===== src/efqm_pkg.sv =====
`default_nettype none
package efqm_pkg;

    localparam int STAT_N    = 6;
    localparam int C_MISS    = 0;
    localparam int C_EMPTY   = 1;
    localparam int C_MISS10  = 2;
    localparam int C_MISS50  = 3;
    localparam int C_EMPTY10 = 4;
    localparam int C_EMPTY50 = 5;

    localparam logic KIND_SUMMARY = 1'b0;
    localparam logic KIND_SOURCE  = 1'b1;

    localparam logic [2:0] MODE_RESET = 3'b001;
    localparam int MODE_BASIC  = 0;
    localparam int MODE_FRAC   = 1;
    localparam int MODE_DETAIL = 2;

    // op queue between classifier and executor
    localparam int QDEPTH = 4;
    localparam int QAW    = 2;

    typedef struct packed {
        logic              is_end;     // 1: event end, 0: histogram bump
        logic [3:0]        sid;
        logic [STAT_N-1:0] inc;        // stat counter bumps for this event
        logic              dump;       // per-source dump requested
        logic [7:0]        expected;
    } efqm_op_t;

    typedef struct packed {
        logic        kind;
        logic [31:0] events_seen;
        logic [7:0]  expected_count;
        logic [31:0] with_missing;
        logic [31:0] with_empty;
        logic [31:0] missing_ten_pct;
        logic [31:0] missing_half;
        logic [31:0] empty_ten_pct;
        logic [31:0] empty_half;
        logic [3:0]  report_id;
        logic [31:0] report_count;
        logic        last;
    } efqm_res_t;

    function automatic logic [31:0] sat_inc32(input logic [31:0] v);
        sat_inc32 = (v == 32'hFFFF_FFFF) ? v : v + 32'd1;
    endfunction

endpackage
`default_nettype wire


===== src/efqm_queue.sv =====
`default_nettype none
module efqm_queue
    import efqm_pkg::*;
(
    input  wire logic     clk,
    input  wire logic     rst_n,
    input  wire logic     push,
    input  wire efqm_op_t push_op,
    output logic          full,
    input  wire logic     pop,
    output efqm_op_t      head,
    output logic          empty
);

    efqm_op_t       mem_reg [QDEPTH];
    logic [QAW:0]   wr_ptr_reg;
    logic [QAW:0]   rd_ptr_reg;

    assign empty = (wr_ptr_reg == rd_ptr_reg);
    assign full  = (wr_ptr_reg[QAW] != rd_ptr_reg[QAW]) &&
                   (wr_ptr_reg[QAW-1:0] == rd_ptr_reg[QAW-1:0]);
    assign head  = mem_reg[rd_ptr_reg[QAW-1:0]];

    always_ff @(posedge clk)
    begin
        if (push && !full)
        begin
            mem_reg[wr_ptr_reg[QAW-1:0]] <= push_op;
        end
    end

    always_ff @(posedge clk or negedge rst_n)
    begin
        if (!rst_n)
        begin
            wr_ptr_reg <= '0;
            rd_ptr_reg <= '0;
        end
        else
        begin
            if (push && !full)
            begin
                wr_ptr_reg <= wr_ptr_reg + 1'b1;
            end
            if (pop && !empty)
            begin
                rd_ptr_reg <= rd_ptr_reg + 1'b1;
            end
        end
    end

endmodule
`default_nettype wire


===== src/efqm_front.sv =====
`default_nettype none
module efqm_front
    import efqm_pkg::*;
#(
    parameter int MAX_FRAGMENTS = 255,
    parameter int HIST_DEPTH    = 16
)
(
    input  wire logic       clk,
    input  wire logic       rst_n,
    input  wire logic       in_valid,
    output logic            in_ready,
    input  wire logic       present,
    input  wire logic       is_empty,
    input  wire logic [3:0] source_id,
    input  wire logic       end_of_event,
    input  wire logic       cfg_valid,
    input  wire logic [2:0] cfg_data,
    output logic            push_valid,
    output efqm_op_t        push_op,
    input  wire logic       q_full
);

    localparam int CW = $clog2(MAX_FRAGMENTS + 1);

    logic [2:0]    mode_reg;
    logic [CW-1:0] total_reg, empties_reg, expected_reg;
    logic [CW-1:0] snap_total_reg, snap_empties_reg;
    logic          end_pend_reg;

    logic          accept;
    logic          hist_hit;
    logic [CW-1:0] total_next, empties_next, exp_next;

    // end-of-event classify
    logic [CW-1:0] missing;
    logic [CW+3:0] mis_w, emp_w, exp_w;
    logic [CW+3:0] mis10, mis2, emp10, emp2;
    logic [CW+7:0] exp_ext;
    logic          frac_ok;
    efqm_op_t      end_op, hist_op;

    assign in_ready = !end_pend_reg && !q_full;
    assign accept   = in_valid && in_ready;
    assign hist_hit = present && is_empty && ({1'b0, source_id} < 5'(HIST_DEPTH));

    always_comb
    begin
        total_next   = total_reg;
        empties_next = empties_reg;
        if (present && total_reg != CW'(MAX_FRAGMENTS))
        begin
            total_next = total_reg + 1'b1;
        end
        if (present && is_empty && empties_reg != CW'(MAX_FRAGMENTS))
        begin
            empties_next = empties_reg + 1'b1;
        end
        exp_next = (total_next > expected_reg) ? total_next : expected_reg;
    end

    always_comb
    begin
        missing = expected_reg - snap_total_reg;
        mis_w   = (CW+4)'(missing);
        emp_w   = (CW+4)'(snap_empties_reg);
        exp_w   = (CW+4)'(expected_reg);
        mis10   = (mis_w << 3) + (mis_w << 1);
        mis2    = mis_w << 1;
        emp10   = (emp_w << 3) + (emp_w << 1);
        emp2    = emp_w << 1;
        exp_ext = {8'd0, expected_reg};
        frac_ok = mode_reg[MODE_FRAC] && (expected_reg != '0);

        end_op                = '0;
        end_op.is_end         = 1'b1;
        end_op.inc[C_MISS]    = mode_reg[MODE_BASIC] && (missing != '0);
        end_op.inc[C_EMPTY]   = mode_reg[MODE_BASIC] && (snap_empties_reg != '0);
        end_op.inc[C_MISS10]  = frac_ok && (mis10 >= exp_w);
        end_op.inc[C_MISS50]  = frac_ok && (mis2 >= exp_w);
        end_op.inc[C_EMPTY10] = frac_ok && (emp10 >= exp_w);
        end_op.inc[C_EMPTY50] = frac_ok && (emp2 >= exp_w);
        end_op.dump           = mode_reg[MODE_DETAIL] && (snap_empties_reg != '0);
        end_op.expected       = exp_ext[7:0];

        hist_op        = '0;
        hist_op.sid    = source_id;

        push_op    = end_pend_reg ? end_op : hist_op;
        push_valid = end_pend_reg || (accept && hist_hit);
    end

    always_ff @(posedge clk)
    begin
        if (accept && end_of_event)
        begin
            snap_total_reg   <= total_next;
            snap_empties_reg <= empties_next;
        end
    end

    always_ff @(posedge clk or negedge rst_n)
    begin
        if (!rst_n)
        begin
            mode_reg     <= MODE_RESET;
            total_reg    <= '0;
            empties_reg  <= '0;
            expected_reg <= '0;
            end_pend_reg <= 1'b0;
        end
        else
        begin
            if (cfg_valid)
            begin
                mode_reg <= cfg_data;
            end
            if (accept)
            begin
                if (end_of_event)
                begin
                    total_reg    <= '0;
                    empties_reg  <= '0;
                    expected_reg <= exp_next;
                    end_pend_reg <= 1'b1;
                end
                else
                begin
                    total_reg   <= total_next;
                    empties_reg <= empties_next;
                end
            end
            else if (end_pend_reg && !q_full)
            begin
                end_pend_reg <= 1'b0;
            end
        end
    end

endmodule
`default_nettype wire


===== src/efqm_back.sv =====
`default_nettype none
module efqm_back
    import efqm_pkg::*;
#(
    parameter int HIST_DEPTH = 16
)
(
    input  wire logic     clk,
    input  wire logic     rst_n,
    input  wire efqm_op_t q_head,
    input  wire logic     q_empty,
    output logic          q_pop,
    output logic          out_valid,
    input  wire logic     out_ready,
    output efqm_res_t     out_res
);

    localparam int IW = (HIST_DEPTH > 1) ? $clog2(HIST_DEPTH) : 1;

    typedef enum logic [3:0] {
        ST_RUN  = 4'b0001,
        ST_SUM  = 4'b0010,
        ST_SCAN = 4'b0100,
        ST_WAIT = 4'b1000
    } state_t;

    state_t state_reg, state_next;

    // counters
    logic [31:0] events_reg;
    logic [31:0] stat_reg [STAT_N];
    logic [7:0]  expected_reg;
    logic        dump_reg;

    // histogram store, one entry per source
    logic [31:0]           hist_mem [HIST_DEPTH];
    logic [HIST_DEPTH-1:0] hist_vld_reg;
    logic [31:0]           rd_data_reg;
    logic                  rd_vld_reg;
    logic                  byp_reg;
    logic [31:0]           byp_data_reg;
    logic                  s1_valid_reg;
    logic [IW-1:0]         s1_addr_reg;

    logic                  rd_en;
    logic [IW-1:0]         rd_addr;
    logic                  wr_en;
    logic [IW-1:0]         wr_addr;
    logic [31:0]           wr_data;
    logic [31:0]           old_val;
    logic [IW+3:0]         sid_w;
    logic [IW+3:0]         idx_w;

    logic [IW-1:0]         idx_reg, idx_next;
    logic                  any_vld;
    logic                  more_after;

    logic                  out_valid_reg;
    efqm_res_t             out_res_reg;
    logic                  out_free;
    logic                  load;
    efqm_res_t             load_res;

    assign out_valid = out_valid_reg;
    assign out_res   = out_res_reg;
    assign out_free  = !out_valid_reg || out_ready;
    assign any_vld   = |hist_vld_reg;

    assign q_pop = (state_reg == ST_RUN) && !q_empty;
    assign sid_w = {{IW{1'b0}}, q_head.sid};
    assign idx_w = {4'd0, idx_reg};

    always_comb
    begin
        more_after = 1'b0;
        for (int j = 0; j < HIST_DEPTH; j++)
        begin
            if (j > int'(idx_reg) && hist_vld_reg[j])
            begin
                more_after = 1'b1;
            end
        end
    end

    // increment stage
    assign old_val = byp_reg ? byp_data_reg : (rd_vld_reg ? rd_data_reg : 32'd0);
    assign wr_en   = s1_valid_reg;
    assign wr_addr = s1_addr_reg;
    assign wr_data = sat_inc32(old_val);

    always_comb
    begin
        rd_en      = 1'b0;
        rd_addr    = sid_w[IW-1:0];
        state_next = state_reg;
        idx_next   = idx_reg;
        load       = 1'b0;

        load_res                 = '0;
        load_res.kind            = KIND_SUMMARY;
        load_res.events_seen     = events_reg;
        load_res.expected_count  = expected_reg;
        load_res.with_missing    = stat_reg[C_MISS];
        load_res.with_empty      = stat_reg[C_EMPTY];
        load_res.missing_ten_pct = stat_reg[C_MISS10];
        load_res.missing_half    = stat_reg[C_MISS50];
        load_res.empty_ten_pct   = stat_reg[C_EMPTY10];
        load_res.empty_half      = stat_reg[C_EMPTY50];

        case (state_reg)
            ST_RUN:
            begin
                if (q_pop)
                begin
                    if (q_head.is_end)
                    begin
                        state_next = ST_SUM;
                    end
                    else
                    begin
                        rd_en = 1'b1;
                    end
                end
            end
            ST_SUM:
            begin
                load_res.last = !(dump_reg && any_vld);
                if (out_free)
                begin
                    load     = 1'b1;
                    idx_next = '0;
                    state_next = (dump_reg && any_vld) ? ST_SCAN : ST_RUN;
                end
            end
            ST_SCAN:
            begin
                rd_addr = idx_reg;
                if (hist_vld_reg[idx_reg])
                begin
                    rd_en      = 1'b1;
                    state_next = ST_WAIT;
                end
                else
                begin
                    idx_next = idx_reg + 1'b1;
                end
            end
            ST_WAIT:
            begin
                load_res.kind         = KIND_SOURCE;
                load_res.report_id    = idx_w[3:0];
                load_res.report_count = rd_data_reg;
                load_res.last         = !more_after;
                if (out_free)
                begin
                    load = 1'b1;
                    if (more_after)
                    begin
                        idx_next   = idx_reg + 1'b1;
                        state_next = ST_SCAN;
                    end
                    else
                    begin
                        state_next = ST_RUN;
                    end
                end
            end
            default:
            begin
                state_next = ST_RUN;
            end
        endcase
    end

    always_ff @(posedge clk)
    begin
        if (wr_en)
        begin
            hist_mem[wr_addr] <= wr_data;
        end
        if (rd_en)
        begin
            rd_data_reg  <= hist_mem[rd_addr];
            rd_vld_reg   <= hist_vld_reg[rd_addr];
            byp_reg      <= wr_en && (wr_addr == rd_addr);
            byp_data_reg <= wr_data;
        end
        s1_addr_reg <= rd_addr;
        if (load)
        begin
            out_res_reg <= load_res;
        end
    end

    always_ff @(posedge clk or negedge rst_n)
    begin
        if (!rst_n)
        begin
            state_reg     <= ST_RUN;
            idx_reg       <= '0;
            s1_valid_reg  <= 1'b0;
            hist_vld_reg  <= '0;
            out_valid_reg <= 1'b0;
            events_reg    <= '0;
            expected_reg  <= '0;
            dump_reg      <= 1'b0;
            for (int k = 0; k < STAT_N; k++)
            begin
                stat_reg[k] <= '0;
            end
        end
        else
        begin
            state_reg    <= state_next;
            idx_reg      <= idx_next;
            s1_valid_reg <= q_pop && !q_head.is_end;
            if (wr_en)
            begin
                hist_vld_reg[wr_addr] <= 1'b1;
            end
            if (load)
            begin
                out_valid_reg <= 1'b1;
            end
            else if (out_ready)
            begin
                out_valid_reg <= 1'b0;
            end
            if (q_pop && q_head.is_end)
            begin
                events_reg   <= sat_inc32(events_reg);
                expected_reg <= q_head.expected;
                dump_reg     <= q_head.dump;
                for (int k = 0; k < STAT_N; k++)
                begin
                    if (q_head.inc[k])
                    begin
                        stat_reg[k] <= sat_inc32(stat_reg[k]);
                    end
                end
            end
        end
    end

    // a dump never overlaps a pending histogram increment
    a_no_incr_outside_run: assert property (@(posedge clk) disable iff (!rst_n)
        (state_reg != ST_RUN) |-> !s1_valid_reg)
        else $error("histogram increment in flight outside run state");

    a_scan_has_entries: assert property (@(posedge clk) disable iff (!rst_n)
        (state_reg == ST_SCAN || state_reg == ST_WAIT) |-> any_vld)
        else $error("per-source scan with empty histogram");

    a_source_count_nonzero: assert property (@(posedge clk) disable iff (!rst_n)
        (out_valid_reg && out_res_reg.kind == KIND_SOURCE) |-> (out_res_reg.report_count != 0))
        else $error("per-source word with zero count");

    a_wait_after_read: assert property (@(posedge clk) disable iff (!rst_n)
        (state_reg == ST_WAIT && $past(state_reg) == ST_SCAN) |-> $past(rd_en))
        else $error("scan word without histogram read");

endmodule
`default_nettype wire


===== src/event_fragment_quality_monitor_core.sv =====
`default_nettype none
// Fragment quality monitor. Takes one fragment record per word on the slave
// stream and keeps event statistics: the largest per-event fragment total is
// the expected count, and each event end advances the saturating counters
// picked by mode_mask (bit0 any-missing/any-empty, bit1 10%/50% fractions,
// bit2 per-source empty dump). Every event end gives a summary word on the
// master stream (tuser 0); in detailed mode an event with empties is followed
// by one word per source ID with a nonzero empty count since reset (tuser 1),
// ID order, tlast on the final word of the event. Fragment words go in at one
// per cycle while the op queue has room; after the word with tlast, input is
// held until the classifier has pushed its end op. The executor bumps one
// histogram entry per cycle while it runs, loads the summary word, and writes
// out each source word by a histogram read, then an output load, stepping
// over histogram entries with no count, so a long dump backs up the 4-entry op
// queue and then stalls input. No clearing pass after reset: the histogram
// carries one valid bit per entry.
module event_fragment_quality_monitor_core
    import efqm_pkg::*;
#(
    parameter int SOURCE_IDS    = 16,
    parameter int MAX_FRAGMENTS = 255
)
(
    input  wire logic         clk,
    input  wire logic         rst_n,

    input  wire logic         s_axis_tvalid,
    output logic              s_axis_tready,
    input  wire logic [7:0]   s_axis_tdata,   // [3:0] source_id, rest zero
    input  wire logic [1:0]   s_axis_tuser,   // [0] present, [1] is_empty
    input  wire logic         s_axis_tlast,   // end_of_event

    output logic              m_axis_tvalid,
    input  wire logic         m_axis_tready,
    // [31:0] events_seen, [39:32] expected_count, [71:40] with_missing,
    // [103:72] with_empty, [135:104] missing_ten_pct, [167:136] missing_half,
    // [199:168] empty_ten_pct, [231:200] empty_half, [235:232] report_id,
    // [267:236] report_count, [271:268] zero
    output logic [271:0]      m_axis_tdata,
    output logic [0:0]        m_axis_tuser,   // [0] kind
    output logic              m_axis_tlast,   // last word of the event

    input  wire logic         cfg_valid,
    output logic              cfg_ready,
    input  wire logic [2:0]   cfg_data        // mode_mask
);

    // only source IDs 0..15 fit the 4-bit field
    localparam int HIST_DEPTH = (SOURCE_IDS < 16) ? SOURCE_IDS : 16;

    efqm_op_t  push_op, q_head;
    logic      push_valid, q_full, q_empty, q_pop;
    efqm_res_t res;

    assign cfg_ready = 1'b1;

    efqm_front #(
        .MAX_FRAGMENTS (MAX_FRAGMENTS),
        .HIST_DEPTH    (HIST_DEPTH)
    ) u_front (
        .clk          (clk),
        .rst_n        (rst_n),
        .in_valid     (s_axis_tvalid),
        .in_ready     (s_axis_tready),
        .present      (s_axis_tuser[0]),
        .is_empty     (s_axis_tuser[1]),
        .source_id    (s_axis_tdata[3:0]),
        .end_of_event (s_axis_tlast),
        .cfg_valid    (cfg_valid),
        .cfg_data     (cfg_data),
        .push_valid   (push_valid),
        .push_op      (push_op),
        .q_full       (q_full)
    );

    efqm_queue u_queue (
        .clk     (clk),
        .rst_n   (rst_n),
        .push    (push_valid),
        .push_op (push_op),
        .full    (q_full),
        .pop     (q_pop),
        .head    (q_head),
        .empty   (q_empty)
    );

    efqm_back #(
        .HIST_DEPTH (HIST_DEPTH)
    ) u_back (
        .clk       (clk),
        .rst_n     (rst_n),
        .q_head    (q_head),
        .q_empty   (q_empty),
        .q_pop     (q_pop),
        .out_valid (m_axis_tvalid),
        .out_ready (m_axis_tready),
        .out_res   (res)
    );

    assign m_axis_tdata = {4'd0, res.report_count, res.report_id, res.empty_half,
                           res.empty_ten_pct, res.missing_half, res.missing_ten_pct,
                           res.with_empty, res.with_missing, res.expected_count,
                           res.events_seen};
    assign m_axis_tuser = res.kind;
    assign m_axis_tlast = res.last;

endmodule
`default_nettype wire

===== config.mk =====
export PLATFORM = sky130hd
export DESIGN_NAME = event_fragment_quality_monitor_core
export DESIGN_NICKNAME = d
export VERILOG_FILES = /design/src/efqm_pkg.sv /design/src/efqm_queue.sv /design/src/efqm_front.sv /design/src/efqm_back.sv /design/src/event_fragment_quality_monitor_core.sv
export SDC_FILE = /design/constraint.sdc
export NUM_CORES = 2
export LEC_CHECK = 0
export ABC_AREA = 1
export BUFFER_PORTS_ARGS = -buffer_cell sky130_fd_sc_hd__buf_4
export CAP_MARGIN = 20
export CORE_MARGIN = 1.5
export CORE_UTILIZATION = 61
export CTS_CLUSTER_DIAMETER = 120
export DETAILED_ROUTE_END_ITERATION = 10
export PLACE_DENSITY = 0.78
export SYNTH_ARGS = -nofsm -noshare
export SYNTH_HDL_FRONTEND = slang
export SYNTH_HIERARCHICAL = 1
export SYNTH_SLANG_ARGS = --single-unit
export TNS_END_PERCENT = 20

===== constraint.sdc =====
create_clock -name clk -period 8.2 [get_ports clk]
set_clock_uncertainty 0.2 [all_clocks]
set_input_delay 1.23 -clock clk [delete_from_list [all_inputs] [get_ports clk]]
set_output_delay 1.23 -clock clk [all_outputs]
set_load 0.005 [all_outputs]

Yosys cells after proc, flatten, opt, wreduce, memory -nomap -nowiden
Memories as Yosys holds them, arrays and structs flattened. A register that Yosys moved wholly into a read port is not among the register bits.
Cells that the tools add are included.
{"block": "totals", "regBits": 617, "ramBits": 592, "n_memories": 2}
{"block": "op_classes", "addsub": 16, "n_lt_le_gt_ge": 24, "n_eq_ne": 26, "mux": 60, "bitwise": 8, "n_reduce_logical": 68}
{"memory": "u_back.hist_mem", "depth": 16, "word_bits": 32, "rd": 1, "rd_ports_with_merged_regs": 1, "write_ports": 1, "line_no": "efqm_back.sv:36", "text": "logic [31:0] hist_mem [HIST_DEPTH];"}
{"memory": "u_queue.mem_reg", "depth": 4, "word_bits": 20, "rd": 1, "rd_ports_with_merged_regs": 0, "write_ports": 1, "line_no": "efqm_queue.sv:15", "text": "efqm_op_t mem_reg [QDEPTH];"}
{"op": "32-bit by 1-bit adder with 32-bit output (second input constant)", "count": 8}
{"op": "32-bit == test (second input constant)", "count": 8}
{"op": "32-bit two-way mux", "count": 3}
{"op": "1-bit logical AND", "count": 40}
{"op": "4-bit two-way mux", "count": 10}
{"op": "1-bit two-way mux", "count": 33}
{"op": "4-bit > comparator (first input constant)", "count": 8}
{"op": "8-bit two-way mux", "count": 4}
{"op": "11-bit by 9-bit adder with 12-bit output", "count": 2}
{"op": "12-bit by 8-bit greater-or-equal comparator with 1-bit output", "count": 2}
{"op": "8-bit nonzero test", "count": 3}
{"op": "3-bit AND reduction", "count": 7}
{"op": "20-bit two-way mux", "count": 1}
{"op": "9-bit by 8-bit greater-or-equal comparator with 1-bit output", "count": 2}
{"op": "8-bit by 1-bit adder with 8-bit output (second input constant)", "count": 2}
{"op": "3-bit by 4-bit > comparator with 1-bit output (first input constant)", "count": 4}
{"op": "8-bit inequality test (second input constant)", "count": 2}
{"op": "16-bit OR", "count": 1}
{"op": "4-bit one-hot mux with 4 select lines", "count": 1}
{"op": "16-bit OR reduction", "count": 1}
{"op": "4-bit by 5-bit < comparator with 1-bit output (second input constant)", "count": 3}
{"op": "2-bit by 1-bit inequality test with 1-bit output (second input constant)", "count": 6}
{"op": "4-bit one-hot mux with 3 select lines", "count": 1}
{"op": "5-bit AND reduction", "count": 2}
{"op": "other kinds (27)", "count": 48}

Depth between registers and ports, before layout
{"block": "depth", "word_depth": 20, "mapped_depth": 21, "mapped_depth_nobuf": 21}

Modules after synthesis
Netlist, hierarchy kept.
{"mod": "efqm_back", "instances": 1, "cells_per_inst": 4853, "area_per_inst_um2": 48950.7, "seq_area_each_um2": 32027.0}
{"mod": "efqm_front", "instances": 1, "cells_per_inst": 490, "area_per_inst_um2": 3782.4, "seq_area_each_um2": 1182.4}
{"mod": "efqm_queue", "instances": 1, "cells_per_inst": 255, "area_per_inst_um2": 3419.5, "seq_area_each_um2": 2552.4}
{"mod": "event_fragment_quality_monitor_core", "instances": 1, "cells_per_inst": 7, "area_per_inst_um2": 45.0, "seq_area_each_um2": 0.0}

Worst setup path before layout
OpenSTA, ideal clock, no wires.
{"block": "synth_path", "kind": "input port to flip-flop", "from": "input m_axis_tready", "to": "register u_back.out_res_reg (netlist bit u_back/out_res[0]) (enable)", "t_arrival_ps": 6635, "required_time_ps": 7379, "setup_slack_ps": 743, "stages": 4, "path_buffers": 0, "cell_sequence": "nor2_1 inv_1 nand2_1 inv_1"}
{"block": "synth_via", "elab_chain_cells": 3}
{"element": "from (decl)", "line_no": "event_fragment_quality_monitor_core.sv:34", "text": "input wire logic m_axis_tready,"}
{"element": "1-bit logical OR", "line_no": "efqm_back.sv:66", "text": "assign out_free = !out_valid_reg || out_ready;"}
{"element": "1-bit two-way mux", "line_no": "efqm_back.sv:128, efqm_back.sv:154"}
{"element": "1-bit two-way mux"}
{"element": "via u_back.load", "line_no": "efqm_back.sv:61", "text": "logic load;"}
{"element": "to (signal assigned)", "line_no": "efqm_back.sv:191", "text": "out_res_reg <= load_res;"}
{"element": "to (decl)", "line_no": "efqm_back.sv:59", "text": "efqm_res_t out_res_reg;"}
The timed path passes the listed nets, and every way through them passes these cells.
A chain may end at the register's enable or synchronous reset.

==> impl_metrics.csv <==
group,metric,value,unit
logic_synthesis,synth-edff-count,944,
worst_setup_path,cp-start-kind,"flip-flop",
worst_setup_path,path_cells,"buf_4 -> inv_1 -> o21ai_0 -> o22ai_1 -> nand2_1 -> inv_2 -> nand3_1 -> inv_2 -> o21ai_0 -> o21ai_0",
logic_synthesis,synth-async-reset-ratio,23.6,%
timing,worst_pin_slew,1.14,ns
drt,drt-pass1-iter-count,5,
die,initial_core_util,61.4,%
layout,final_area,63500,sq um
cts,cts_hold_buf,0,
cts,cts_root_buf,"clkbuf_16",
die,row_count,111,
timing,drv_slew,0,
worst_hold_path,worstHoldPathType,"flip-flop to flip-flop",
die,die_area,94000,sq um
worst_setup_path,end_kind,"flip-flop",
timing,fmax,204,MHz
placement,place_ws,3.25,ns
logic_synthesis,synth_cells,5605,
logic_synthesis,synth_ff_type,"edfxtp_1",
grt,grt_pass1_wl,209,mm
logic_synthesis,syn_area_per_cell,10.0,sq um
die,die_y,307,microns
cts,clk_pin_slew,0.06,ns
layout,layout_common_cells,"nand2_1 (1854), edfxtp_1 (944), inv_1 (533)",
layout,largest_reg_flops,512,
logic_synthesis,yosys.cell_types.count,59,
worst_setup_path,reg2reg_from,"u_queue/rd_ptr_reg[1]",
worst_hold_path,min_to,"u_back/out_res[164]",
worst_setup_path,reg2reg_to,"u_back/load_res[138]",
grt,grt_max_degree,223,
worst_setup_path,crit_slowest_cell,"inv_2",
worst_setup_path,cp_common_cell,"o21ai_0",
cts,htree_levels,3,
worst_setup_path,crit_fanout,36,
layout,final_cells,7161,
power_and_ir_drop,leakagePower,26.5,nW
power_and_ir_drop,pwr_density_cell,344,nW/um^2
timing,max_slew_margin,23.7,%
grt,overflow,0,
logic_synthesis,synth_seq_cells,1241,
placement,place_area,59500,sq um
drt,drt-total-wl,134,mm
layout,antenna_cells,0,
die,core,91500,sq um
timing,finalSetupViolations,0,
layout,layout.nets,5960,
timing,tns,0,ns
logic_synthesis,yosys_warnings,6,
worst_setup_path,ff2ff_setup_slack,3.31,ns
run,drv_cap,0,
logic_synthesis,syn-cell-area,56200,sq um
timing,finalHoldViolations,0,
worst_setup_path,crit_family,"buffers and inverters",
worst_hold_path,min_path_cells,0,
timing,fin_ws,3.31,ns
placement,dp_hpwl,82.7,mm
layout,utilization,69.3,%
cts,cts_sinks,1241,
power_and_ir_drop,ir_drop,640,uV
layout,drive_gt1_share,10.7,%
grt,grt_pass1_vias,37600,
timing,timing.final.crit_share,59.7,%
power_and_ir_drop,power,21.8,mW
worst_setup_path,critPathMaxStageDelay,0.81,ns
grt,antenna_found_initial,0,
die,ios,296,
timing,holdWs,0.250,ns
cts,clock_latency,0.71,ns
cts,cts_tree,"yes",
worst_setup_path,ff2ff_path_depth,10,
status,run_status,"finished clean",
layout,syn2layout_area_growth,12.9,%
drt,drt-initial-drc-count,4106,
cts,cts_buffers,121,
worst_setup_path,critPathArrivalTime,5.32,ns
drt,drc,0,
drt,antenna_left,0,
cts,cts_setup_buffers,0,
timing,rsz0062_at_grt,"false",
worst_setup_path,cp.buffers_inverters,4,
placement,gp_congestion,0.922,
cts,ctsResizeCount,0,
worst_setup_path,critPathKind,"flip-flop to flip-flop",
placement,place_inst,6929,
drt,vias_per_cell,5.56,
timing,fin_crit,4.89,ns
worst_setup_path,required,8.62,ns
drt,wire_per_inst,18.8,microns
worst_hold_path,min_from,"u_back/load_res[164]",
grt,track_usage,28.4,%
layout,final_common_cell,"nand2_1",
cts,clk_path_buf_depth,3,
die,die_width,307,microns
logic_synthesis,yosysSeqAreaShare,63.6,%
placement,io_buffers,286,
drt,num_vias,39800,
## logic make-up after synthesis
group / synth area share (%)
buffers and inverters: 5.39
muxes: 0.0200
adders and majority gates: 1.64
and+or+nand+nor: 21.7
xor gates and xnor gates: 3.28
DFF: 63.6
AOI/OAI and AO/OA: 4.29
other: 0.0134
## worst register-to-register path: stages, from the launching register on
cell and delay [ns]:
dfrtp_1 0.49, buf_4 0.26, inv_1 0.54, o21ai_0 0.20, o22ai_1 0.22, nand2_1 0.50, inv_2 0.52, nand3_1 0.78
inv_2 0.81, o21ai_0 0.22, o21ai_0 0.12
## synth_stat cells (8+ instances only)
library cell	number	area, sq um
xor2_1	163	1430
nand2_4	8	90.1
inv_2	13	48.8
a21oi_1	30	150
dfrtp_1	291	7280
buf_4	8	60.1
nand2_2	8	50.1
nand2_1	1857	6970
o21ai_1	56	280
o21ai_0	202	1010
nor3_1	126	631
or2_2	11	68.8
nand3_1	341	1710
ha_1	69	863
nand3b_1	26	195
o21ai_2	15	131
clkbuf_1	56	210
nor2_1	441	1660
buf_2	111	556
inv_1	535	2010
buf_6	10	113
nor2_2	17	106
edfxtp_1	944	28300
o22ai_1	27	169
xnor2_1	44	385
nand4_1	49	307
o211ai_1	70	526
nand3_2	21	210
## layer usage
layer | up-vias | share of wire [%] | GRT usage (%)
li1 | 19000 | - | -
met1 | 19000 | 41 | 39.2
met2 | 1511 | 49 | 47.5
met3 | 235 | 7.3 | 3.72
met4 | 0 | 2.6 | 8.72
met5 | - | 0 | 0
## final cells by class
type | instances | area (sq um)
tap | 1186 | 1480
inverter | 552 | 2090
clock buffer | 159 | 3220
clock inverter | 70 | 719
multi-input combinational | 3627 | 17600
timing repair buffer | 326 | 2600
fill | 6638 | 28100
sequential | 1241 | 35800
## report_power, final
group | switching, mW | total, mW | leakage [nW] | internal [mW]
sequential | 0.375 | 8.81 | 12.9 | 8.44
clock | 2.34 | 5.49 | 1.90 | 3.15
combinational | 5.49 | 7.54 | 11.7 | 2.04
total | 8.21 | 21.8 | 26.5 | 13.6
## worst max path at each step
| stage | depth (start not counted) | slack [ns] | from | end |
|---|---|---|---|---|
| floorplan | 4 | 0.74 | m_axis_tready | u_back/out_res[0] |
| global placement | 10 | 3.39 | u_queue/rd_ptr_reg[1] | u_back/load_res[140] |
| detailed placement | 9 | 3.25 | u_queue/rd_ptr_reg[1] | u_back/load_res[54] |
| CTS | 9 | 3.23 | u_queue/rd_ptr_reg[1] | u_back/load_res[68] |
| global route | 10 | 2.83 | u_queue/rd_ptr_reg[1] | u_back/load_res[138] |
| finish | 10 | 3.31 | u_queue/rd_ptr_reg[1] | u_back/load_res[138] |
No activity file was read; power rests on OpenSTA's default activity.
